## config.mk

```make
export PLATFORM = sky130hd
export DESIGN_NAME = permutation_unrank_core
export DESIGN_NICKNAME = d
export VERILOG_FILES = /design/src/pur_pkg.sv /design/src/pur_ctrl.sv /design/src/pur_datapath.sv /design/src/permutation_unrank_core.sv
export SDC_FILE = /design/constraint.sdc
export NUM_CORES = 1
export LEC_CHECK = 0
export BUFFER_PORTS_ARGS = -buffer_cell sky130_fd_sc_hd__buf_2
export CAP_MARGIN = 20
export CELL_PAD_IN_SITES_DETAIL_PLACEMENT = 0
export CELL_PAD_IN_SITES_GLOBAL_PLACEMENT = 2
export CORE_MARGIN = 3
export CORE_UTILIZATION = 38
export DETAILED_ROUTE_END_ITERATION = 10
export GPL_ROUTABILITY_DRIVEN = 0
export PLACE_DENSITY = 0.85
export RECOVER_POWER = 100
export SYNTH_ARGS = -nofsm -noshare
export SYNTH_HDL_FRONTEND = slang
export SYNTH_SLANG_ARGS = --single-unit
```

## constraint.sdc

```tcl
create_clock -name aclk -period 18.2 [get_ports aclk]
set_input_delay 0.91 -clock aclk [delete_from_list [all_inputs] [get_ports aclk]]
set_output_delay 0.91 -clock aclk [all_outputs]
set_load 0.01 [all_outputs]
```

## src/pur_pkg.sv

```systemverilog
`timescale 1ns / 1ps

package pur_pkg;

    localparam int MAX_SIZE_DEF = 8;
    localparam int RANK_W       = 16;
    localparam int SIZE_W       = 4;
    localparam int FIELD_W      = 3;
    localparam int M_DATA_W     = 16;

    localparam logic [SIZE_W-1:0] SIZE_RESET = 4'd8;

    // Reciprocal divide: q = (x * RECIP[d]) >> RECIP_SHIFT is exact or one low for 16-bit x.
    localparam int RECIP_W     = 21;
    localparam int RECIP_SHIFT = 20;
    localparam int PROD_W      = RANK_W + RECIP_W;
    localparam int REM_W       = RANK_W + SIZE_W;

    // floor(2^20 / d), entry zero unused
    localparam logic [RECIP_W-1:0] RECIP [16] = '{
        21'd0,      21'd1048576, 21'd524288, 21'd349525,
        21'd262144, 21'd209715,  21'd174762, 21'd149796,
        21'd131072, 21'd116508,  21'd104857, 21'd95325,
        21'd87381,  21'd80659,   21'd74898,  21'd69905
    };

    typedef struct packed {
        logic load;
        logic div_mul;
        logic div_fix;
        logic perm_step;
    } cmd_t;

    typedef struct packed {
        logic j_last;
        logic out_free;
    } status_t;

endpackage

```

## src/pur_ctrl.sv

```systemverilog
`timescale 1ns / 1ps

module pur_ctrl (
    input  logic             aclk,
    input  logic             aresetn,
    input  logic             s_tvalid,
    output logic             s_tready,
    input  pur_pkg::status_t status,
    output pur_pkg::cmd_t    cmd
);
    import pur_pkg::*;

    typedef enum logic [1:0] {
        S_IDLE,
        S_MUL,
        S_FIX,
        S_PERM
    } state_t;

    state_t state_reg;
    state_t state_next;

    always_comb begin
        state_next = state_reg;
        cmd        = '0;
        unique case (state_reg)
            S_IDLE: begin
                if (s_tvalid) begin
                    cmd.load   = 1'b1;
                    state_next = S_MUL;
                end
            end
            S_MUL: begin
                cmd.div_mul = 1'b1;
                state_next  = S_FIX;
            end
            S_FIX: begin
                cmd.div_fix = 1'b1;
                state_next  = status.j_last ? S_PERM : S_MUL;
            end
            S_PERM: begin
                if (status.out_free) begin
                    cmd.perm_step = 1'b1;
                    if (status.j_last) begin
                        state_next = S_IDLE;
                    end
                end
            end
            default: state_next = S_IDLE;
        endcase
    end

    assign s_tready = (state_reg == S_IDLE);

    always_ff @(posedge aclk) begin
        if (!aresetn) begin
            state_reg <= S_IDLE;
        end else begin
            state_reg <= state_next;
        end
    end

endmodule

```

## src/pur_datapath.sv

```systemverilog
`timescale 1ns / 1ps

module pur_datapath #(
    parameter int MAX_SIZE = pur_pkg::MAX_SIZE_DEF
) (
    input  logic                          aclk,
    input  logic                          aresetn,
    input  pur_pkg::cmd_t                 cmd,
    output pur_pkg::status_t              status,
    input  logic [pur_pkg::RANK_W-1:0]    s_rank,
    input  logic                          cfg_we,
    input  logic [pur_pkg::SIZE_W-1:0]    cfg_data,
    output logic                          m_valid,
    input  logic                          m_ready,
    output logic [pur_pkg::FIELD_W-1:0]   m_position,
    output logic [pur_pkg::FIELD_W-1:0]   m_element,
    output logic [pur_pkg::FIELD_W-1:0]   m_digit,
    output logic                          m_last
);
    import pur_pkg::*;

    localparam int IDX_W = $clog2(MAX_SIZE);

    logic [SIZE_W-1:0]  size_reg;
    logic [SIZE_W-1:0]  n_reg;
    logic [IDX_W-1:0]   j_reg;
    logic [RANK_W-1:0]  rest_reg;
    logic [PROD_W-1:0]  prod_reg;
    logic [IDX_W-1:0]   digit_reg [MAX_SIZE];
    logic [IDX_W-1:0]   seq_reg   [MAX_SIZE];
    logic               out_valid_reg;
    logic [FIELD_W-1:0] pos_reg;
    logic [FIELD_W-1:0] elem_reg;
    logic [FIELD_W-1:0] dig_reg;
    logic               last_reg;

    logic [SIZE_W-1:0]  base;
    logic [RANK_W-1:0]  q_low;
    logic [REM_W-1:0]   r_wide;
    logic [RANK_W-1:0]  q_fix;
    logic [REM_W-1:0]   r_fix;
    logic [IDX_W-1:0]   wr_idx;
    logic [IDX_W:0]     src;
    logic [IDX_W-1:0]   picked;
    logic               j_last;

    function automatic logic [SIZE_W-1:0] clamp_size(input logic [SIZE_W-1:0] v);
        logic [SIZE_W-1:0] n;
        n = v;
        if (n == '0) begin
            n = SIZE_W'(1);
        end
        if (n > SIZE_W'(MAX_SIZE)) begin
            n = SIZE_W'(MAX_SIZE);
        end
        return n;
    endfunction

    assign j_last = (SIZE_W'(j_reg) == n_reg - SIZE_W'(1));
    assign base   = SIZE_W'(j_reg) + SIZE_W'(1);
    assign wr_idx = IDX_W'(n_reg - SIZE_W'(1) - SIZE_W'(j_reg));

    // Correct the reciprocal quotient, which is at most one low
    always_comb begin
        q_low  = prod_reg[RECIP_SHIFT +: RANK_W];
        r_wide = REM_W'(rest_reg) - REM_W'(q_low) * REM_W'(base);
        q_fix  = q_low;
        r_fix  = r_wide;
        if (r_wide >= REM_W'(base)) begin
            q_fix = q_low + RANK_W'(1);
            r_fix = r_wide - REM_W'(base);
        end
    end

    assign src    = (IDX_W+1)'(j_reg) + (IDX_W+1)'(digit_reg[j_reg]);
    assign picked = seq_reg[src[IDX_W-1:0]];

    assign status.j_last   = j_last;
    assign status.out_free = !out_valid_reg || m_ready;

    always_ff @(posedge aclk) begin
        if (!aresetn) begin
            size_reg      <= clamp_size(SIZE_RESET);
            j_reg         <= '0;
            out_valid_reg <= 1'b0;
        end else begin
            if (cfg_we) begin
                size_reg <= clamp_size(cfg_data);
            end
            if (cmd.load) begin
                j_reg <= '0;
            end else if (cmd.div_fix || cmd.perm_step) begin
                j_reg <= j_last ? '0 : j_reg + IDX_W'(1);
            end
            if (cmd.perm_step) begin
                out_valid_reg <= 1'b1;
            end else if (m_ready) begin
                out_valid_reg <= 1'b0;
            end
        end
    end

    always_ff @(posedge aclk) begin
        if (cmd.load) begin
            rest_reg <= s_rank;
            n_reg    <= size_reg;
            for (int k = 0; k < MAX_SIZE; k++) begin
                seq_reg[k] <= IDX_W'(k);
            end
        end
        if (cmd.div_mul) begin
            prod_reg <= PROD_W'(rest_reg) * PROD_W'(RECIP[base]);
        end
        if (cmd.div_fix) begin
            rest_reg          <= q_fix;
            digit_reg[wr_idx] <= r_fix[IDX_W-1:0];
        end
        if (cmd.perm_step) begin
            for (int k = 0; k < MAX_SIZE; k++) begin
                if (k == int'(j_reg)) begin
                    seq_reg[k] <= picked;
                end else if (k > int'(j_reg) && k <= int'(src)) begin
                    seq_reg[k] <= seq_reg[(k == 0) ? 0 : k - 1];
                end
            end
            pos_reg  <= FIELD_W'(j_reg);
            elem_reg <= FIELD_W'(picked);
            dig_reg  <= FIELD_W'(digit_reg[j_reg]);
            last_reg <= j_last;
        end
    end

    assign m_valid    = out_valid_reg;
    assign m_position = pos_reg;
    assign m_element  = elem_reg;
    assign m_digit    = dig_reg;
    assign m_last     = last_reg;

    a_rem_bound: assert property (@(posedge aclk) disable iff (!aresetn)
        cmd.div_fix |-> (r_wide < (REM_W'(base) << 1)))
        else $error("reciprocal quotient off by more than one");

    a_src_range: assert property (@(posedge aclk) disable iff (!aresetn)
        cmd.perm_step |-> (SIZE_W'(src) < n_reg))
        else $error("selected element beyond permutation size");

    a_last_count: assert property (@(posedge aclk) disable iff (!aresetn)
        (cmd.perm_step && j_last) |=> (j_reg == '0))
        else $error("position counter not rewound after last result");

endmodule

```

## src/permutation_unrank_core.sv

```systemverilog
`timescale 1ns / 1ps
// Sequence: after an item is accepted, the shared reciprocal divider produces its factorial
//   digits with a multiply step and a fix step per digit, then the output register emits the
//   n positions (n = perm_size), one result per cycle while m_tready does not hold it. A new
//   item is accepted only after the last position of the previous one enters the output register.
// Reset (aresetn low, synchronous): perm_size returns to 8 capped at MAX_SIZE, no item pending.

module permutation_unrank_core #(
    parameter int MAX_SIZE = pur_pkg::MAX_SIZE_DEF
) (
    input  logic                           aclk,
    input  logic                           aresetn,
    // Input items
    input  logic                           s_tvalid,
    output logic                           s_tready,
    input  logic [pur_pkg::RANK_W-1:0]     s_tdata,   // [15:0] rank_index
    // Result items
    output logic                           m_tvalid,
    input  logic                           m_tready,
    output logic [pur_pkg::M_DATA_W-1:0]   m_tdata,   // [2:0] position, [5:3] element,
                                                      // [8:6] lehmer_digit, [15:9] zero
    output logic                           m_tlast,
    // Configuration: perm_size
    input  logic                           cfg_valid,
    output logic                           cfg_ready,
    input  logic [pur_pkg::SIZE_W-1:0]     cfg_data
);
    import pur_pkg::*;

    cmd_t               cmd;
    status_t            status;
    logic [FIELD_W-1:0] position;
    logic [FIELD_W-1:0] element;
    logic [FIELD_W-1:0] lehmer_digit;

    // Always take configuration writes; the size is latched per item at accept,
    // so a new value applies from the next accepted item on.
    assign cfg_ready = 1'b1;

    // Sequencer: accept, two steps per digit, then one emit step per position.
    pur_ctrl u_ctrl (
        .aclk     (aclk),
        .aresetn  (aresetn),
        .s_tvalid (s_tvalid),
        .s_tready (s_tready),
        .status   (status),
        .cmd      (cmd)
    );

    // Digit divider, permutation register row and output register.
    pur_datapath #(
        .MAX_SIZE (MAX_SIZE)
    ) u_datapath (
        .aclk       (aclk),
        .aresetn    (aresetn),
        .cmd        (cmd),
        .status     (status),
        .s_rank     (s_tdata),
        .cfg_we     (cfg_valid && cfg_ready),
        .cfg_data   (cfg_data),
        .m_valid    (m_tvalid),
        .m_ready    (m_tready),
        .m_position (position),
        .m_element  (element),
        .m_digit    (lehmer_digit),
        .m_last     (m_tlast)
    );

    // Pack result fields, lowest field first, zero fill to whole bytes.
    assign m_tdata = {(M_DATA_W - 3 * FIELD_W)'(0), lehmer_digit, element, position};

endmodule
```

# Word-level counts from Yosys, hierarchy flattened
# Memory sizes are Yosys's and may differ from the RTL's. A register that Yosys moved wholly into a read port is not among the register bits.
# Index checks and enable logic that the tools add are counted.
# op_classes
mul	2
n_reduce_logical	17
eq_ne	14
addsub	8
bitwise	17
magnitude_cmp	17
muxes	97
# op_table
cell	n
$mux W1	64
$mux W3	19
$mux W16	3
$mux W21	2
$mul A16 B21 Y36	1
$ge A20 B4 Y1	1
$mul A16 B4 Y20	1
$sub A16 B20 Y20	1
$add A16 B1 Y16 const B	1
$le A3 B4 Y1 const A	4
$mux W4	4
$or A1 B1 Y1	15
$eq A3 B3 Y1 const A	4
$gt A3 B3 Y1 const A	4
$le A2 B4 Y1 const A	2
$mux W2	4
$pmux W2 S4	1
$logic_and A1 B1 Y1	7
$eq A2 B3 Y1 const A	2
$gt A2 B3 Y1 const A	2
$sub A3 B3 Y3	2
$ge A5 B5 Y1 const B	1
$not A4 Y5	1
$add A3 B1 Y4 const B	1
other kinds (21)	25
# totals
ff_bits	76
input_bits	25
romBits	336
out_inout_bits	20
wordCells	186
ramBits	48
mem_count	3
# mem_list
memory	words	width	read_ports	rd_clocked_by_memory_dff	write_ports	line_no	source
(name not given)	16	21	1	0	0	pur_datapath.sv:112	prod_reg <= PROD_W'(rest_reg) * PROD_W'(RECIP[base]);
u_datapath.digit_reg	8	3	1	1	1	pur_datapath.sv:29	logic [IDX_W-1:0] digit_reg [MAX_SIZE];
u_datapath.seq_reg	8	3	8	0	8	pur_datapath.sv:30	logic [IDX_W-1:0] seq_reg [MAX_SIZE];

# Longest topological paths before layout
# depth
depth_word	8
mapped_depth	34
ltp_nobuf	32

# Modules after synthesis
# Synthesis repeated with hierarchy kept, for this count alone.
# hier_totals
cells_unflattened	1979
hier_area_um2	18433.9
# by_module_without_submodules
mod	instances	area_per_inst_um2	cells_per_inst	seq_area_each_um2
pur_datapath	1	18247.5	1956	3042.9
pur_ctrl	1	118.9	13	40.0
permutation_unrank_core	1	67.6	10	0.0

# Worst setup path after synthesis
# No wires, ideal clock.
# synth_timing
path_type	register -> register
startpoint	reg u_datapath.j_reg[1]
endpoint	reg u_datapath.prod_reg[35], data pin
setup_ps	259
setup_slack_ps	10134
period_less_slack_ps	8066
path_stages_with_launch	30
required_time_ps	17941
t_arrival_ps	7806
path_buffers	3
cell_sequence	dfxtp_1 -> ha_1 -> inv_1 -> ha_1 -> clkbuf_1 -> inv_1 -> clkbuf_1 -> nor2_1 -> a311oi_1 -> clkbuf_1 -> nand2_1 -> fa_1 -> inv_1 -> fa_1 -> fa_1 -> fa_1 -> fa_1 -> inv_1 -> fa_1 -> inv_1 -> ha_1 -> nand4_1 -> or3_1 -> o21ai_0 -> o2bb2ai_1 -> a31oi_1 -> a311oi_1 -> and4_4 -> nor3_2 -> xnor2_1
# synth_via
elab_chain_cells	6
# synth_rtl
element	line_no	source
start, declared	pur_datapath.sv:26	logic [IDX_W-1:0] j_reg;
start signal, assigned	pur_datapath.sv:93	j_reg <= j_last ? '0 : j_reg + IDX_W'(1);
$add A3 B1 Y4	pur_datapath.sv:60	assign base = SIZE_W'(j_reg) + SIZE_W'(1);
$not A4 Y5 (implied by the code)	pur_datapath.sv:112	
$mem_v2 Z16 W21	n/a	
$mux W21 (implied by the code) (2 in series)	pur_datapath.sv:112	
$mul A16 B21 Y36	pur_datapath.sv:112	
end signal, assigned	pur_datapath.sv:112	
end, declared	pur_datapath.sv:28	logic [PROD_W-1:0] prod_reg;
# Every way passes these cells. The select of a mux whose other input is x is not followed.
# A chain may end at the register's enable or synchronous reset.

# Worst setup path in the final report
# Ends and elaborated chain as after synthesis.

==> impl_metrics.yaml <==
synthesis:
  synth_commonest_cells: "inv_1 (402), fa_1 (307), nand2_1 (241)"
  synth_area_sq_mm: 0.0183
  synth_top_area_share_pct: 33.6
  syn_avg_cell_area_sq_um: 9.41
  synth_cells: 1946
  async_reset_ff_share_pct: 0
  synth_cell_types: 78
  yosys-top-cells-area: "fa_1 (34%), edfxtp_1 (15%), ha_1 (11%)"
  ys_ff_latch: 107
  synthMostInstantiatedCell: "inv_1"
  yosys_warnings: 0
  synth_edf_count: 94
  ys_seq_area_share_pct: 16.8
  synth_flop_cell: "edfxtp_1"
  yosysTopAreaCell: "fa_1"
cts:
  htree_num_levels: 3
  root_buffer: "clkbuf_16"
  cts_buffer_depth: 2
  clkLatencyLatePin_ns: 0.37
  cts_tree: "done"
  cts_hold_buf: 0
  cts.clk_slew.worst_paths_ns: 0.08
  postCtsSetupBuffers: 0
  cts_sinks: 107
  cts_resized: 0
  numCtsBuffers: 9
sta:
  tightest_slew_ns: 1.41
  whs_ns: 0.448
  max_clock_freq_ghz: 0.0955
  worst_clock_skew_ns: 0.0104
  timing.final.hold_violations: 0
  period_needed_ns: 10.47
  tns_ns: 0
  rsz0062_at_grt: "false"
  slew_headroom_pct: 5.74
  setup_viol: 0
  finalCritPeriodShare_pct: 57.5
  finalMaxSlewViolations: 0
  setup_ws_ns: 7.73
routing:
  vias_per_cell: 5.25
  postRouteAntennaNets: 0
  dr.pass1.iters: 6
  drc_errors: 0
  drtIter0Drc: 819
  num_vias: 13346
  wl_microns: 50100
  wl_per_cell_microns: 19.7
power:
  swShare_pct: 39.0
  switchingPower_uw: 337
  combPwrFrac_pct: 38.9
  seq_power_share_pct: 38.4
  leakage_nw: 8.94
  peakVddDrop_v: 0.0000475
  p_clk_share_pct: 22.8
  finalPower_uw: 864
  p_int_uw: 527
  p_per_area_mw_per_mm2: 44.8
floorplanning:
  dieArea_sq_mm: 0.0509
  coreArea_sq_mm: 0.0471
  pin_count: 45
  dieWidth_microns: 226
  initial_core_util_pct: 38.9
  die_h_microns: 226
  num_rows: 79
finish:
  synthToLayoutAreaGrowth_pct: 5.36
  fill_cells: 4730
  nets: 2418
  insertedDiodeCount: 0
  drive_gt1_share_pct: 4.80
  layout.cells.non_filler: 2544
global_routing:
  antenna_found_initial: 0
  grt_pass1_wl_microns: 79800
  overflow: 0
  track_usage_pct: 20.4
  grt_max_degree: 34
  grt_pass1_vias: 14125
min_path:
  hp-class: "reg2reg"
critical_path:
  path_max_fanout: 27
  cp_slowest_cell: "clkbuf_1"
  crit_type: "reg2reg"
  critPathArrivalTime_ns: 10.59
  start_kind: "register"
  crit_path_max_incr_delay_ns: 1.02
  endpoint_kind: "register"
  worstPathRequired_ns: 18.32
placed_design:
  place_ws_ns: 8.72
  hpwl_microns: 39600
  io_buffers: 36
  dpl.cell_count: 2527
job:
  drv_cap: 0
run_status:
  status: "completed"
[metal layers]
| layer | global-route usage, % | up-vias | wire (microns) |
|---|---|---|---|
| met1 | 27.6 | 6815 | 22100 |
| met4 | 4.94 | 0 | 1180 |
| met3 | 3.71 | 68 | 2980 |
| met2 | 34.3 | 362 | 23900 |
| li1 | - | 6101 | - |
| met5 | 0 | - | 0 |
[area by class of cell]
class / instances / area (sq um) / share of cell area, %
Clock buffer: 9 / 225 / 1.17
Inverter: 406 / 1520 / 7.90
Multi-Input combinational cell: 1352 / 13300 / 69.2
Tap cell: 607 / 759 / 3.94
Timing Repair Buffer: 56 / 292 / 1.51
Clock inverter: 7 / 67.6 / 0.350
Sequential cell: 107 / 3080 / 16.0
[critical path, delay by kind of cell, from the launching register on]
kind | cells | cell delay (ns)
flops | 1 | 0.67
compound gates | 4 | 1.27
xor+xnor | 1 | 0.12
buf+inv | 7 | 1.93
fa+ha+maj | 9 | 3.89
simple gates | 8 | 2.29
[power groups by stage]
stage / logic [mW] / clock network [mW] / registers [mW]
after detailed placement: 0.336 / 0 / 0.336
after CTS: 0.339 / 0.204 / 0.331
after floorplan: 0.254 / 0 / 0.316
after global placement: 0.331 / 0 / 0.336
final: 0.336 / 0.197 / 0.331
after global routing: 0.379 / 0.210 / 0.334
[cell usage in the layout (no fill, tap or decap), types with 8 or more instances in the layout]
cell | synthesis | routed
mux4_2 | 12 | 12
buf_4 | 8 | 14
nand4_1 | 10 | 10
buf_2 | 4 | 23
xnor2_1 | 28 | 28
nand3_1 | 23 | 23
fa_1 | 307 | 307
and3_1 | 20 | 21
nand2_1 | 241 | 241
a31oi_1 | 18 | 18
or4_1 | 8 | 8
o31ai_1 | 12 | 12
nor2b_1 | 34 | 33
mux2i_1 | 11 | 11
a21o_1 | 20 | 20
a211oi_1 | 9 | 9
nor3_1 | 28 | 29
edfxtp_1 | 94 | 94
xor2_1 | 11 | 11
conb_1 | 2 | 8
a21oi_1 | 43 | 43
nor4_1 | 8 | 9
clkbuf_1 | 68 | 19
nand2b_1 | 11 | 11
dfxtp_1 | 13 | 13
inv_1 | 402 | 402
clkbuf_16 | 0 | 9
o21ai_0 | 34 | 36
ha_1 | 154 | 154
nor2_1 | 70 | 70
and2_1 | 128 | 123
[logic make-up (layout without fill, tap and decap cells)]
| family | after synthesis | count (layout) | synth area share, % |
|---|---|---|---|
| AOI/OAI and AO/OA | 210 | 210 | 7.75 |
| xor gates and xnor gates | 39 | 39 | 1.87 |
| adders and majority gates | 461 | 461 | 44.1 |
| buffers and inverters | 493 | 478 | 10.5 |
| DFF | 107 | 107 | 16.8 |
| muxes | 29 | 29 | 2.45 |
| other | 2 | 8 | 0.0410 |
| and+or+nand+nor | 605 | 605 | 16.5 |
[metrics by stage]
| stage | area, sq um | util [%] |
|---|---|---|
| floorplan | 18300 | - |
| global placement | 19100 | 40.5 |
| detailed placement | 19100 | 40.5 |
| CTS | 19300 | 41.1 |
| global route | 19300 | 41.0 |
| finish | 19300 | 41.0 |
[path summary, 6_finish.rpt]
path / slack [ns] / endpoint / cells after the start / from
min: 0.45 / u_datapath.n_reg[3] / 0 / u_datapath.size_reg[3]
max reg2reg: 7.73 / u_datapath.prod_reg[35] / 29 / u_datapath.j_reg[1]
max: 7.73 / u_datapath.prod_reg[35] / 29 / u_datapath.j_reg[1]
min reg2reg: 0.45 / u_datapath.n_reg[3] / 0 / u_datapath.size_reg[3]
Power figures use the tool's default switching activity.
